==> src/rtl/lrusf_pkg.sv <==
// Shared constants for the laser range undistortion and shadow filter.
// Holds field widths, register indexes and register reset values.
// Has no dependencies; the interfaces and the top level use it.
package lrusf_pkg;

   // Field widths that are fixed by the data formats.
   localparam int SAMPLE_W    = 22;
   localparam int FRAC_W      = 16;
   localparam int TRIG_W      = 17;
   localparam int TAN_W       = 24;
   localparam int ALPHA_W     = 24;
   localparam int BETA_W      = 25;

   // Configuration port geometry.
   localparam int CSR_INDEX_W = 3;
   localparam int CSR_DATA_W  = 25;

   typedef logic [CSR_INDEX_W-1:0] csr_index_type;

   // Register indexes on the configuration port.
   localparam csr_index_type CSR_MIN_FLOOR  = 3'd0;
   localparam csr_index_type CSR_SENSOR_MIN = 3'd1;
   localparam csr_index_type CSR_SENSOR_MAX = 3'd2;
   localparam csr_index_type CSR_STEP_SINE  = 3'd3;
   localparam csr_index_type CSR_STEP_COS   = 3'd4;
   localparam csr_index_type CSR_SHADOW_TAN = 3'd5;
   localparam csr_index_type CSR_ALPHA      = 3'd6;
   localparam csr_index_type CSR_BETA       = 3'd7;

   // One meter in Q6.16.
   localparam logic [FRAC_W:0] ONE_METRE = 17'd65536;

   // Register values after reset.
   localparam logic [SAMPLE_W-1:0]      RST_SENSOR_MAX = 22'd1966080;
   localparam logic [TRIG_W-1:0]        RST_STEP_COS   = 17'd65536;
   localparam logic [TAN_W-1:0]         RST_SHADOW_TAN = 24'd653170;
   localparam logic [ALPHA_W-1:0]       RST_ALPHA      = 24'd2136530;
   localparam logic signed [BETA_W-1:0] RST_BETA       = -25'sd1366580;

endpackage

==> src/rtl/lrusf_if.sv <==
// Request and response channel interfaces of the shadow filter.
// Each carries valid, ready and the payload fields; widths come from lrusf_pkg.
// Depends on lrusf_pkg.
interface lrusf_req_if;
   logic                             valid;
   logic                             ready;
   logic [lrusf_pkg::SAMPLE_W-1:0]   range_sample;
   logic                             scan_end;

   modport source (output valid, range_sample, scan_end, input ready);
   modport sink   (input valid, range_sample, scan_end, output ready);
endinterface

interface lrusf_rsp_if;
   logic                             valid;
   logic                             ready;
   logic [lrusf_pkg::SAMPLE_W-1:0]   range_out;
   logic                             marked_invalid;
   logic                             scan_end_out;

   modport source (output valid, range_out, marked_invalid, scan_end_out, input ready);
   modport sink   (input valid, range_out, marked_invalid, scan_end_out, output ready);
endinterface

==> src/rtl/laser_range_undistort_shadow_filter_top.sv <==
// Laser range undistortion and shadow filter, top level.
// Depends on lrusf_pkg and the channel interfaces in lrusf_if.sv.
//
// Usage: range samples of one scan enter in order on req_chan, each a request
// of range_sample (Q6.16 meters) and scan_end. A sample above the range floor
// gets the radial correction added; then each neighboring pair is checked for
// a shadow edge and both samples of a hit are replaced by the invalid marker.
// Results leave on rsp_chan one sample late; a request with scan_end flushes
// the held sample and itself, so a scan never pairs with the next one.
// Configuration is written through csr_we/csr_index/csr_wdata while idle.
//
// Flow: one request is worked on at a time, with W = RANGE_BITS.
// A corrected sample runs the square, the divide and the add; a sample with a
// held neighbor then runs the cosine, sine and tangent products of the test.
// An uncorrected sample skips the correction steps; a first sample, the products.
// The bit-serial restoring divider (40 quotient bits) and the shift-add
// multiplier (one multiplier bit per cycle) set the length of these steps.
// Reset clears the held sample and restores the register defaults.
// A stalled receiver holds the result register; the next request is still
// taken and runs until its own result needs that register.
module laser_range_undistort_shadow_filter_top #(
   parameter int RANGE_BITS = 22
) (
   input  logic                                  clock,
   input  logic                                  reset,
   lrusf_req_if.sink                             req_chan,
   lrusf_rsp_if.source                           rsp_chan,
   input  logic                                  csr_we,
   input  logic [lrusf_pkg::CSR_INDEX_W-1:0]     csr_index,
   input  logic [lrusf_pkg::CSR_DATA_W-1:0]      csr_wdata
);

   localparam int IW      = lrusf_pkg::SAMPLE_W;
   localparam int FW      = lrusf_pkg::FRAC_W;
   localparam int W       = RANGE_BITS;
   localparam logic [63:0] RANGE_MASK = (64'd1 << RANGE_BITS) - 64'd1;
   localparam int SQ_W    = 2 * IW;
   localparam int DNW     = SQ_W + 2;
   localparam int NUM_W   = lrusf_pkg::ALPHA_W + FW;
   localparam int SUM_W   = NUM_W + 1;
   localparam int YW      = W + lrusf_pkg::TRIG_W;
   localparam int PW      = W + lrusf_pkg::TRIG_W + lrusf_pkg::TAN_W;
   localparam int BW      = (W > lrusf_pkg::TAN_W) ? W : lrusf_pkg::TAN_W;
   localparam int CNT_MAX = (NUM_W > BW) ? NUM_W : BW;
   localparam int CW      = $clog2(CNT_MAX + 1);
   localparam int MKW     = 34;

   // Sequencer states.
   localparam logic [3:0] S_IDLE     = 4'd0;
   localparam logic [3:0] S_SQR      = 4'd1;
   localparam logic [3:0] S_DEN      = 4'd2;
   localparam logic [3:0] S_DIV      = 4'd3;
   localparam logic [3:0] S_SUM      = 4'd4;
   localparam logic [3:0] S_TEST     = 4'd5;
   localparam logic [3:0] S_MCOS     = 4'd6;
   localparam logic [3:0] S_MSIN     = 4'd7;
   localparam logic [3:0] S_MTAN     = 4'd8;
   localparam logic [3:0] S_OUT_PREV = 4'd9;
   localparam logic [3:0] S_OUT_CUR  = 4'd10;

   // Configuration registers.
   logic [IW-1:0]                          floor_ff;
   logic [IW-1:0]                          smin_ff;
   logic [IW-1:0]                          smax_ff;
   logic [lrusf_pkg::TRIG_W-1:0]           sine_ff;
   logic [lrusf_pkg::TRIG_W-1:0]           cosine_ff;
   logic [lrusf_pkg::TAN_W-1:0]            tan_ff;
   logic [lrusf_pkg::ALPHA_W-1:0]          alpha_ff;
   logic signed [lrusf_pkg::BETA_W-1:0]    beta_ff;

   // Control and datapath registers.
   logic [3:0]       state_ff, state_in;
   logic [W-1:0]     cur_ff, cur_in;
   logic             end_ff, end_in;
   logic             hit_ff, hit_in;
   logic [W-1:0]     prev_ff, prev_in;
   logic             prev_inv_ff, prev_inv_in;
   logic             have_prev_ff, have_prev_in;
   logic [PW-1:0]    acc_ff, acc_in;
   logic [PW-1:0]    mcand_ff, mcand_in;
   logic [BW-1:0]    mplier_ff, mplier_in;
   logic [CW-1:0]    cnt_ff, cnt_in;
   logic [DNW-2:0]   denom_ff, denom_in;
   logic [DNW-2:0]   rem_ff, rem_in;
   logic [NUM_W-1:0] num_ff, num_in;
   logic [YW-1:0]    y_ff, y_in;
   logic             rsp_valid_ff, rsp_valid_in;
   logic [IW-1:0]    rsp_range_ff, rsp_range_in;
   logic             rsp_inv_ff, rsp_inv_in;
   logic             rsp_end_ff, rsp_end_in;

   // Combinational helpers.
   logic [IW-1:0]          raw_masked;
   logic [IW-1:0]          floor_eff;
   logic                   mul_busy;
   logic [PW-1:0]          mul_sum;
   logic signed [DNW-1:0]  den_s;
   logic                   den_pos;
   logic [DNW-1:0]         rem_sh;
   logic [DNW-1:0]         rem_diff;
   logic                   rem_ge;
   logic [SUM_W-1:0]       sum_w;
   logic                   sum_sat;
   logic [YW-1:0]          c16;
   logic [YW-1:0]          pc;
   logic [YW-1:0]          y_abs;
   logic                   hit_now;
   logic [MKW-1:0]         marker_wide;
   logic [W-1:0]           marker;
   logic                   slot_free;

   // Input masking and the effective range floor.
   assign raw_masked = req_chan.range_sample & IW'(RANGE_MASK);
   assign floor_eff  = (smin_ff > floor_ff) ? smin_ff : floor_ff;

   // Shift-add multiplier step: one multiplier bit per cycle.
   assign mul_busy = ((state_ff == S_SQR) || (state_ff == S_MCOS) ||
                      (state_ff == S_MSIN) || (state_ff == S_MTAN)) && (cnt_ff != '0);
   assign mul_sum  = acc_ff + (mplier_ff[0] ? mcand_ff : '0);

   // Denominator r^2 + beta, signed.
   assign den_s   = $signed({2'b00, acc_ff[SQ_W-1:0]}) + DNW'(beta_ff);
   assign den_pos = !den_s[DNW-1] && (den_s != '0);

   // Restoring divider step: one quotient bit per cycle.
   assign rem_sh   = {rem_ff, num_ff[NUM_W-1]};
   assign rem_ge   = rem_sh >= {1'b0, denom_ff};
   assign rem_diff = rem_sh - {1'b0, denom_ff};

   // Corrected range with saturation.
   assign sum_w   = SUM_W'(num_ff) + SUM_W'(cur_ff);
   assign sum_sat = sum_w > SUM_W'(RANGE_MASK);

   // Shadow test terms: |cur*2^16 - prev*cos| and the final compare.
   assign c16     = YW'({cur_ff, {FW{1'b0}}});
   assign pc      = YW'(acc_ff);
   assign y_abs   = (c16 > pc) ? (c16 - pc) : (pc - c16);
   assign hit_now = PW'({y_ff, {FW{1'b0}}}) > acc_ff;

   // Invalid marker is the maximum range plus one meter, saturated.
   assign marker_wide = MKW'(smax_ff) + MKW'(lrusf_pkg::ONE_METRE);
   assign marker      = (marker_wide > MKW'(RANGE_MASK)) ? W'(RANGE_MASK) : W'(marker_wide);

   // The result register can take a new result.
   assign slot_free = !rsp_valid_ff || rsp_chan.ready;

   // Channel outputs.
   assign req_chan.ready          = (state_ff == S_IDLE);
   assign rsp_chan.valid          = rsp_valid_ff;
   assign rsp_chan.range_out      = rsp_range_ff;
   assign rsp_chan.marked_invalid = rsp_inv_ff;
   assign rsp_chan.scan_end_out   = rsp_end_ff;

   // Configuration register writes.
   always_ff @(posedge clock) begin
      if (reset) begin
         floor_ff  <= '0;
         smin_ff   <= '0;
         smax_ff   <= lrusf_pkg::RST_SENSOR_MAX;
         sine_ff   <= '0;
         cosine_ff <= lrusf_pkg::RST_STEP_COS;
         tan_ff    <= lrusf_pkg::RST_SHADOW_TAN;
         alpha_ff  <= lrusf_pkg::RST_ALPHA;
         beta_ff   <= lrusf_pkg::RST_BETA;
      end else if (csr_we) begin
         unique case (csr_index)
            lrusf_pkg::CSR_MIN_FLOOR:  floor_ff  <= csr_wdata[IW-1:0];
            lrusf_pkg::CSR_SENSOR_MIN: smin_ff   <= csr_wdata[IW-1:0];
            lrusf_pkg::CSR_SENSOR_MAX: smax_ff   <= csr_wdata[IW-1:0];
            lrusf_pkg::CSR_STEP_SINE:  sine_ff   <= csr_wdata[lrusf_pkg::TRIG_W-1:0];
            lrusf_pkg::CSR_STEP_COS:   cosine_ff <= csr_wdata[lrusf_pkg::TRIG_W-1:0];
            lrusf_pkg::CSR_SHADOW_TAN: tan_ff    <= csr_wdata[lrusf_pkg::TAN_W-1:0];
            lrusf_pkg::CSR_ALPHA:      alpha_ff  <= csr_wdata[lrusf_pkg::ALPHA_W-1:0];
            lrusf_pkg::CSR_BETA:       beta_ff   <= $signed(csr_wdata[lrusf_pkg::BETA_W-1:0]);
            default: ;
         endcase
      end
   end

   // Sequencer and datapath next state.
   always_comb begin
      state_in     = state_ff;
      cur_in       = cur_ff;
      end_in       = end_ff;
      hit_in       = hit_ff;
      prev_in      = prev_ff;
      prev_inv_in  = prev_inv_ff;
      have_prev_in = have_prev_ff;
      acc_in       = acc_ff;
      mcand_in     = mcand_ff;
      mplier_in    = mplier_ff;
      cnt_in       = cnt_ff;
      denom_in     = denom_ff;
      rem_in       = rem_ff;
      num_in       = num_ff;
      y_in         = y_ff;
      rsp_valid_in = rsp_valid_ff && !rsp_chan.ready;
      rsp_range_in = rsp_range_ff;
      rsp_inv_in   = rsp_inv_ff;
      rsp_end_in   = rsp_end_ff;

      // Multiplier step shared by the square and the shadow products.
      if (mul_busy) begin
         acc_in    = mul_sum;
         mcand_in  = mcand_ff << 1;
         mplier_in = mplier_ff >> 1;
         cnt_in    = cnt_ff - CW'(1);
      end

      unique case (state_ff)
         S_IDLE: begin
            if (req_chan.valid) begin
               cur_in = W'(raw_masked);
               end_in = req_chan.scan_end;
               if (raw_masked > floor_eff) begin
                  mcand_in  = PW'(raw_masked);
                  mplier_in = BW'(raw_masked);
                  acc_in    = '0;
                  cnt_in    = CW'(IW);
                  state_in  = S_SQR;
               end else begin
                  state_in = S_TEST;
               end
            end
         end
         S_SQR: begin
            if (cnt_ff == '0) begin
               state_in = S_DEN;
            end
         end
         S_DEN: begin
            if (den_pos) begin
               denom_in = den_s[DNW-2:0];
               num_in   = {alpha_ff, {FW{1'b0}}};
               rem_in   = '0;
               cnt_in   = CW'(NUM_W);
               state_in = S_DIV;
            end else begin
               state_in = S_TEST;
            end
         end
         S_DIV: begin
            if (cnt_ff != '0) begin
               rem_in = rem_ge ? rem_diff[DNW-2:0] : rem_sh[DNW-2:0];
               num_in = {num_ff[NUM_W-2:0], rem_ge};
               cnt_in = cnt_ff - CW'(1);
            end else begin
               state_in = S_SUM;
            end
         end
         S_SUM: begin
            cur_in   = sum_sat ? W'(RANGE_MASK) : W'(sum_w);
            state_in = S_TEST;
         end
         S_TEST: begin
            if (have_prev_ff) begin
               mcand_in  = PW'(cosine_ff);
               mplier_in = BW'(prev_ff);
               acc_in    = '0;
               cnt_in    = CW'(W);
               state_in  = S_MCOS;
            end else begin
               hit_in   = 1'b0;
               state_in = S_OUT_CUR;
            end
         end
         S_MCOS: begin
            if (cnt_ff == '0) begin
               y_in      = y_abs;
               mcand_in  = PW'(sine_ff);
               mplier_in = BW'(prev_ff);
               acc_in    = '0;
               cnt_in    = CW'(W);
               state_in  = S_MSIN;
            end
         end
         S_MSIN: begin
            if (cnt_ff == '0) begin
               mcand_in  = acc_ff;
               mplier_in = BW'(tan_ff);
               acc_in    = '0;
               cnt_in    = CW'(lrusf_pkg::TAN_W);
               state_in  = S_MTAN;
            end
         end
         S_MTAN: begin
            if (cnt_ff == '0) begin
               hit_in   = hit_now;
               state_in = S_OUT_PREV;
            end
         end
         S_OUT_PREV: begin
            // The held sample goes out first, marked if either test hit it.
            if (slot_free) begin
               rsp_valid_in = 1'b1;
               rsp_range_in = IW'((prev_inv_ff || hit_ff) ? marker : prev_ff);
               rsp_inv_in   = prev_inv_ff || hit_ff;
               rsp_end_in   = 1'b0;
               state_in     = S_OUT_CUR;
            end
         end
         S_OUT_CUR: begin
            if (end_ff) begin
               // End of scan: emit the current sample and drop the held one.
               if (slot_free) begin
                  rsp_valid_in = 1'b1;
                  rsp_range_in = IW'(hit_ff ? marker : cur_ff);
                  rsp_inv_in   = hit_ff;
                  rsp_end_in   = 1'b1;
                  prev_in      = '0;
                  prev_inv_in  = 1'b0;
                  have_prev_in = 1'b0;
                  state_in     = S_IDLE;
               end
            end else begin
               prev_in      = cur_ff;
               prev_inv_in  = hit_ff;
               have_prev_in = 1'b1;
               state_in     = S_IDLE;
            end
         end
         default: begin
            state_in = S_IDLE;
         end
      endcase
   end

   // Register update; only control state is reset.
   always_ff @(posedge clock) begin
      if (reset) begin
         state_ff     <= S_IDLE;
         have_prev_ff <= 1'b0;
         prev_inv_ff  <= 1'b0;
         rsp_valid_ff <= 1'b0;
      end else begin
         state_ff     <= state_in;
         have_prev_ff <= have_prev_in;
         prev_inv_ff  <= prev_inv_in;
         rsp_valid_ff <= rsp_valid_in;
      end
      cur_ff       <= cur_in;
      end_ff       <= end_in;
      hit_ff       <= hit_in;
      prev_ff      <= prev_in;
      acc_ff       <= acc_in;
      mcand_ff     <= mcand_in;
      mplier_ff    <= mplier_in;
      cnt_ff       <= cnt_in;
      denom_ff     <= denom_in;
      rem_ff       <= rem_in;
      num_ff       <= num_in;
      y_ff         <= y_in;
      rsp_range_ff <= rsp_range_in;
      rsp_inv_ff   <= rsp_inv_in;
      rsp_end_ff   <= rsp_end_in;
   end

`ifndef SYNTHESIS
   // An accepted request always starts work.
   assert property (@(posedge clock) disable iff (reset)
      (req_chan.valid && req_chan.ready) |=> (state_ff != S_IDLE))
      else $error("accepted request did not leave idle");

   // A shadow hit needs a held neighbor.
   assert property (@(posedge clock) disable iff (reset)
      ((state_ff == S_OUT_CUR) && !have_prev_ff) |-> !hit_ff)
      else $error("shadow hit without a held sample");

   // The divider remainder stays below the denominator.
   assert property (@(posedge clock) disable iff (reset)
      (state_ff == S_DIV) |-> (rem_ff < denom_ff))
      else $error("divider remainder out of range");

   // Flushing a scan leaves no held sample behind.
   assert property (@(posedge clock) disable iff (reset)
      ((state_ff == S_OUT_CUR) && end_ff && slot_free) |=> !have_prev_ff)
      else $error("held sample survived the end of scan");
`endif

endmodule

==> src/flat_wrapper.sv <==
// flat-port wrapper written by rule: the top's interface ports become plain ports
module laser_range_undistort_shadow_filter_top_flat 
#(
   parameter int RANGE_BITS = 22
)
  (clock, reset, csr_we, csr_index, csr_wdata, req_chan_valid, req_chan_range_sample, req_chan_scan_end, req_chan_ready, rsp_chan_valid, rsp_chan_range_out, rsp_chan_marked_invalid, rsp_chan_scan_end_out, rsp_chan_ready);
  lrusf_req_if req_chan_i ();
  lrusf_rsp_if rsp_chan_i ();
  input  logic clock;
  input  logic reset;
  input  logic csr_we;
  input  logic [lrusf_pkg::CSR_INDEX_W-1:0] csr_index;
  input  logic [lrusf_pkg::CSR_DATA_W-1:0] csr_wdata;
  input wire logic [$bits(req_chan_i.valid)-1:0] req_chan_valid;
  input wire logic [$bits(req_chan_i.range_sample)-1:0] req_chan_range_sample;
  input wire logic [$bits(req_chan_i.scan_end)-1:0] req_chan_scan_end;
  output wire logic [$bits(req_chan_i.ready)-1:0] req_chan_ready;
  output wire logic [$bits(rsp_chan_i.valid)-1:0] rsp_chan_valid;
  output wire logic [$bits(rsp_chan_i.range_out)-1:0] rsp_chan_range_out;
  output wire logic [$bits(rsp_chan_i.marked_invalid)-1:0] rsp_chan_marked_invalid;
  output wire logic [$bits(rsp_chan_i.scan_end_out)-1:0] rsp_chan_scan_end_out;
  input wire logic [$bits(rsp_chan_i.ready)-1:0] rsp_chan_ready;
  assign req_chan_i.valid = req_chan_valid;
  assign req_chan_i.range_sample = req_chan_range_sample;
  assign req_chan_i.scan_end = req_chan_scan_end;
  assign req_chan_ready = req_chan_i.ready;
  assign rsp_chan_valid = rsp_chan_i.valid;
  assign rsp_chan_range_out = rsp_chan_i.range_out;
  assign rsp_chan_marked_invalid = rsp_chan_i.marked_invalid;
  assign rsp_chan_scan_end_out = rsp_chan_i.scan_end_out;
  assign rsp_chan_i.ready = rsp_chan_ready;
  laser_range_undistort_shadow_filter_top #(.RANGE_BITS(RANGE_BITS)) u_core (.clock(clock), .reset(reset), .req_chan(req_chan_i), .rsp_chan(rsp_chan_i), .csr_we(csr_we), .csr_index(csr_index), .csr_wdata(csr_wdata));
endmodule
==> config.mk <==
export PLATFORM = sky130hd
export DESIGN_NAME = laser_range_undistort_shadow_filter_top_flat
export DESIGN_NICKNAME = d
export VERILOG_FILES = /design/src/rtl/lrusf_pkg.sv /design/src/rtl/lrusf_if.sv /design/src/rtl/laser_range_undistort_shadow_filter_top.sv /design/src/flat_wrapper.sv
export SDC_FILE = /design/constraint.sdc
export NUM_CORES = 2
export LEC_CHECK = 0
export BUFFER_PORTS_ARGS = -buffer_cell sky130_fd_sc_hd__buf_2
export CAP_MARGIN = 20
export CORE_ASPECT_RATIO = 2
export CORE_UTILIZATION = 30
export CTS_CLUSTER_DIAMETER = 60
export DETAILED_ROUTE_END_ITERATION = 7
export PLACE_DENSITY_LB_ADDON = 0.2
export SETUP_SLACK_MARGIN = 0.15
export SKIP_CTS_REPAIR_TIMING = 1
export SLEW_MARGIN = 5
export SYNTH_ARGS = -nofsm -noshare
export SYNTH_HDL_FRONTEND = slang
export SYNTH_SLANG_ARGS = --single-unit
==> constraint.sdc <==
create_clock -name clock -period 8.71 [get_ports clock]
set_input_delay 0.871 -clock clock [delete_from_list [all_inputs] [get_ports clock]]
set_output_delay 0.871 -clock clock [all_outputs]
set_load 0.1 [all_outputs]
==> metrics.md <==
| Metric | Value |
|---|---|
| Syn avg cell area | `8.30 µm²` |
| Crit path time final | `6170 ps` |
| Cell Rows | `between 150 and 200` |
| Post-synthesis sequential area ratio | `36.5%` |
| Sequential power share | `30.4%` |
| Top post-synthesis cells by area | `edfxtp_1 (19%), dfxtp_1 (18%), ha_1 (10%)` |
| Setup repair after global routing missed its margin | `no` |
| Mapped Area | `0.0381 mm²` |
| Yosys top cell area share | `18.9%` |
| Period utilization | `70.8%` |
| CP most frequent cell | `buf_4` |
| Relative slew margins | `25.4%` |
| Final hold violations | `0` |
| Reg-to-reg critical path startpoint | `u_core.beta_ff[24]` |
| Area of the multi-input gates | `roughly 0.023 mm²` |
| Layout cells sized above 1 | `6.62%` |
| Clock Latency Late Sink | `just under 700 ps` |
| Core ar. | `0.126 mm²` |
| Min-Delay Path Class | `primary input to flip-flop` |
| Combinational share of power | `~47%` |
| CP Launch Type | `flip-flop` |
| CTS buffer count | `58` |
| TritonCTS clock tree | `built` |
| Crit path launch | `u_core.beta_ff[24]` |
| # clock sinks | `575` |
| Crit path buf inv count | `2` |
| Max-Cap Viols | `0` |
| Synth Net Count | `about 5000` |
| Worst vdd ir | `0.333 mV` |
| Routed len/inst | `24.3 µm` |
| HPWL Detailed | `roughly 120 mm` |
| Ys async rst share | `0%` |
| DRC errors left | `5` |
| Sw Pwr | `about 0.0054 W` |
| CP Class | `flip-flop to flip-flop` |
| Drt first pass iters | `8` |
| CP Data Arrival Time | `6420 ps` |
| Cell variety after synth | `a little over 90` |
| Slew @ Worst Pin | `1120 ps` |
| Power share of the clock group | `between 20% and 30%` |
| Leading cell type in the layout, fill and taps excluded | `nand2_1` |
| WL final | `between 150 and 200 mm` |
| Die area | `approximately 0.13 mm²` |
| Static Leak | `roughly 17 nW` |
| CP cell instances | `buf_4 > ha_1 > nand2_1 > a21o_1 > o21ai_0 > nor2_1 > o211ai_1 > nor3_1 > a2111oi_0 > or4b_1 > nor4_1 > and4_1 > or3_4 > o21ai_4 > buf_4` |
| Worst-path fanout max | `64` |
| Switching Share | `between 40% and 50%` |
| Max Clock Freq | `approximately 160 MHz` |
| Final Max Slew Viols | `0` |
| Clock root buffer | `clkbuf_16` |
| Skew final | `between 40 and 50 ps` |
| Vias in the first global route | `34291` |
| CP endpoint kind | `flip-flop` |
| Initial antenna violation count | `7` |
| Starting Density | `between 30 and 40%` |
| IO Pins | `between 80 and 90` |
| Worst r2r dst | `u_core.num_ff[38]` |
| Die H | `roughly 500 µm` |
| Final net count | `~4900` |
| Most frequent cells in the layout | `nand2_1 (776), a21oi_1 (532), dfxtp_1 (334)` |
| Predominant post-synthesis flop cell | `dfxtp_1` |
| First-pass GRT wire length | `~220 mm` |
| Required @ worst endpoint | `~9000 ps` |
| Die W | `roughly 250 µm` |
| CTS clock-pin slew for the worst setup and hold paths | `about 70 ps` |
| Final ANT Viol Nets | `0` |
| Largest net degree at the start of global routing | `115` |
| Synth Instances | `between 4000 and 5000` |
| YS warnings | `0` |
| Area delta synth->final | `11.0%` |
| Stages on the worst setup path | `15` |
| Setup ws final | `between 2000 and 3000 ps` |
| Status | `finished with violations` |
| Worst Reg-to-Reg Cells | `15` |
| Yosys top cell by area | `edfxtp_1` |
| GR Util All Layers | `a little under a quarter` |
| Vias per cell | `between 5 and 6` |
| Place WS | `2560 ps` |
| CP max stage delay | `between 700 and 800 ps` |
| Pwr/cell area | `between 200 and 300 mW/mm²` |
| Critical Path Slowest Stage Cell | `dfxtp_1` |
| FF+latch area | `between 0.01 and 0.015 mm²` |
| Fill cell count | `between 10000 and 15000` |
| Failing checks | `DRC` |
| Setup crit end | `u_core.num_ff[38]` |
| Bufs on Longest Clock Path | `3` |
| Post-synthesis register bit count | `575` |
| Fin Hold WS | `362 ps` |
| Overall via count from detail_route | `34096` |
| Gr ovfl total | `0` |
| GP Congestion | `about 0.96` |
| Post-synth EDFFs | `around 240` |
| Port bufs | `between 80 and 90` |
| CTS H-tree depth | `2` |
| Internal power | `roughly 0.0066 W` |
| Setup Viol. Count Final | `0` |
| Reg2reg setup slack | `approximately 2500 ps` |
| Iteration-0 DRC count of the detailed router | `approximately 2100` |
| Sum Neg Setup Slack | `0 ps` |
| CP top delay family | `simple AND/OR/NAND/NOR gates` |
==> registers in the layout (all words and copies together) (netlist names), 25 cells and up <==
name / flops
u_core.mcand_ff: 63
u_core.rem_ff: 45
u_core.beta_ff: 25
u_core.num_ff: 40
u_core.denom_ff: 45
u_core.acc_ff: 63
u_core.y_ff: 39
==> layout make-up <==
cell class	count	area share, %
Antenna cell	1	0.00592
Sequential cell	575	32.9
Inverter	202	1.79
Multi-Input combinational cell	3563	53.5
Timing Repair Buffer	144	2.31
Tap cell	1674	4.96
Clock inverter	30	0.708
Clock buffer	79	3.86
==> routing by layer <==
layer  part of all wire (%)  GRT usage [%]  vias up
met1                     32           20.8    16341
met2                     54           44.7      992
met3                    3.6           3.00      486
li1                       -              -    16273
met5                  0.015              0        -
met4                     11           21.5        4
==> stage by stage <==
stage | total power [W] | util, % | cell area [µm²] | std cells
2_1_floorplan | 0.00731 | - | 38100 | 4588
3_3_place_gp | 0.00927 | 32.0 | 40200 | 6150
3_5_place_dp | 0.00928 | 32.0 | 40300 | 6154
4_1_cts | 0.0120 | 33.6 | 42200 | 6263
5_1_grt | 0.0125 | 33.6 | 42300 | 6268
6_report | 0.0119 | 33.6 | 42300 | 6268
==> Yosys cell counts, types with 16 or more instances <==
cell type and count:
clkbuf_1 200, nor2b_1 44, a21o_1 139, nand3_1 56, a31oi_1 26, ha_1 304, clkbuf_2 16, dfxtp_1 336
o211ai_1 24, nand2_1 776, nand4_1 59, a211oi_1 28, o21a_1 38, a222oi_1 26, xor2_1 72, xnor2_1 117
and2_1 99, a21oi_1 533, edfxtp_1 239, nor4_1 21, mux2i_1 127, o22a_1 17, nor2_1 324, o21bai_1 30
buf_1 19, nor3_1 80, inv_1 199, or3_1 24, nand2b_1 41, nand3b_1 50, and3_1 30, o21ai_0 230
==> power groups by stage <==
stage / combinational (W) / clock [W] / sequential [W]
after floorplan: 0.00377 / 0 / 0.00354
after global placement: 0.00558 / 0 / 0.00369
after detailed placement: 0.00559 / 0 / 0.00369
after CTS: 0.00562 / 0.00273 / 0.00363
after global routing: 0.00610 / 0.00279 / 0.00365
final: 0.00565 / 0.00265 / 0.00364
==> how the worst min path moves through the flow <==
| stage | startpoint | end | slack (ps) | cells after the start |
|---|---|---|---|---|
| finish | req_chan_scan_end | u_core.end_ff | 360 | 1 |
| global route | req_chan_scan_end | u_core.end_ff | 340 | 1 |
| CTS | req_chan_scan_end | u_core.end_ff | 330 | 1 |
| detailed placement | u_core.sine_ff[5] | u_core.sine_ff[5] | 450 | 2 |
| global placement | u_core.cosine_ff[4] | u_core.cosine_ff[4] | 440 | 2 |
| floorplan | u_core.tan_ff[22] | u_core.mplier_ff[22] | 420 | 2 |
==> kinds of logic (layout without fill, tap and decap cells) <==
group / Yosys count / count (layout) / share of synthesized area (%)
simple gates: 1654 / 1654 / 19.9
compound gates: 1280 / 1280 / 21.0
flops: 575 / 575 / 36.5
buf+inv: 450 / 455 / 4.53
fa+ha+maj: 309 / 309 / 10.3
xor+xnor: 189 / 189 / 4.35
mux: 131 / 131 / 3.46
other cells: 0 / 1 / 0
No activity file was read; power rests on OpenSTA's default activity.
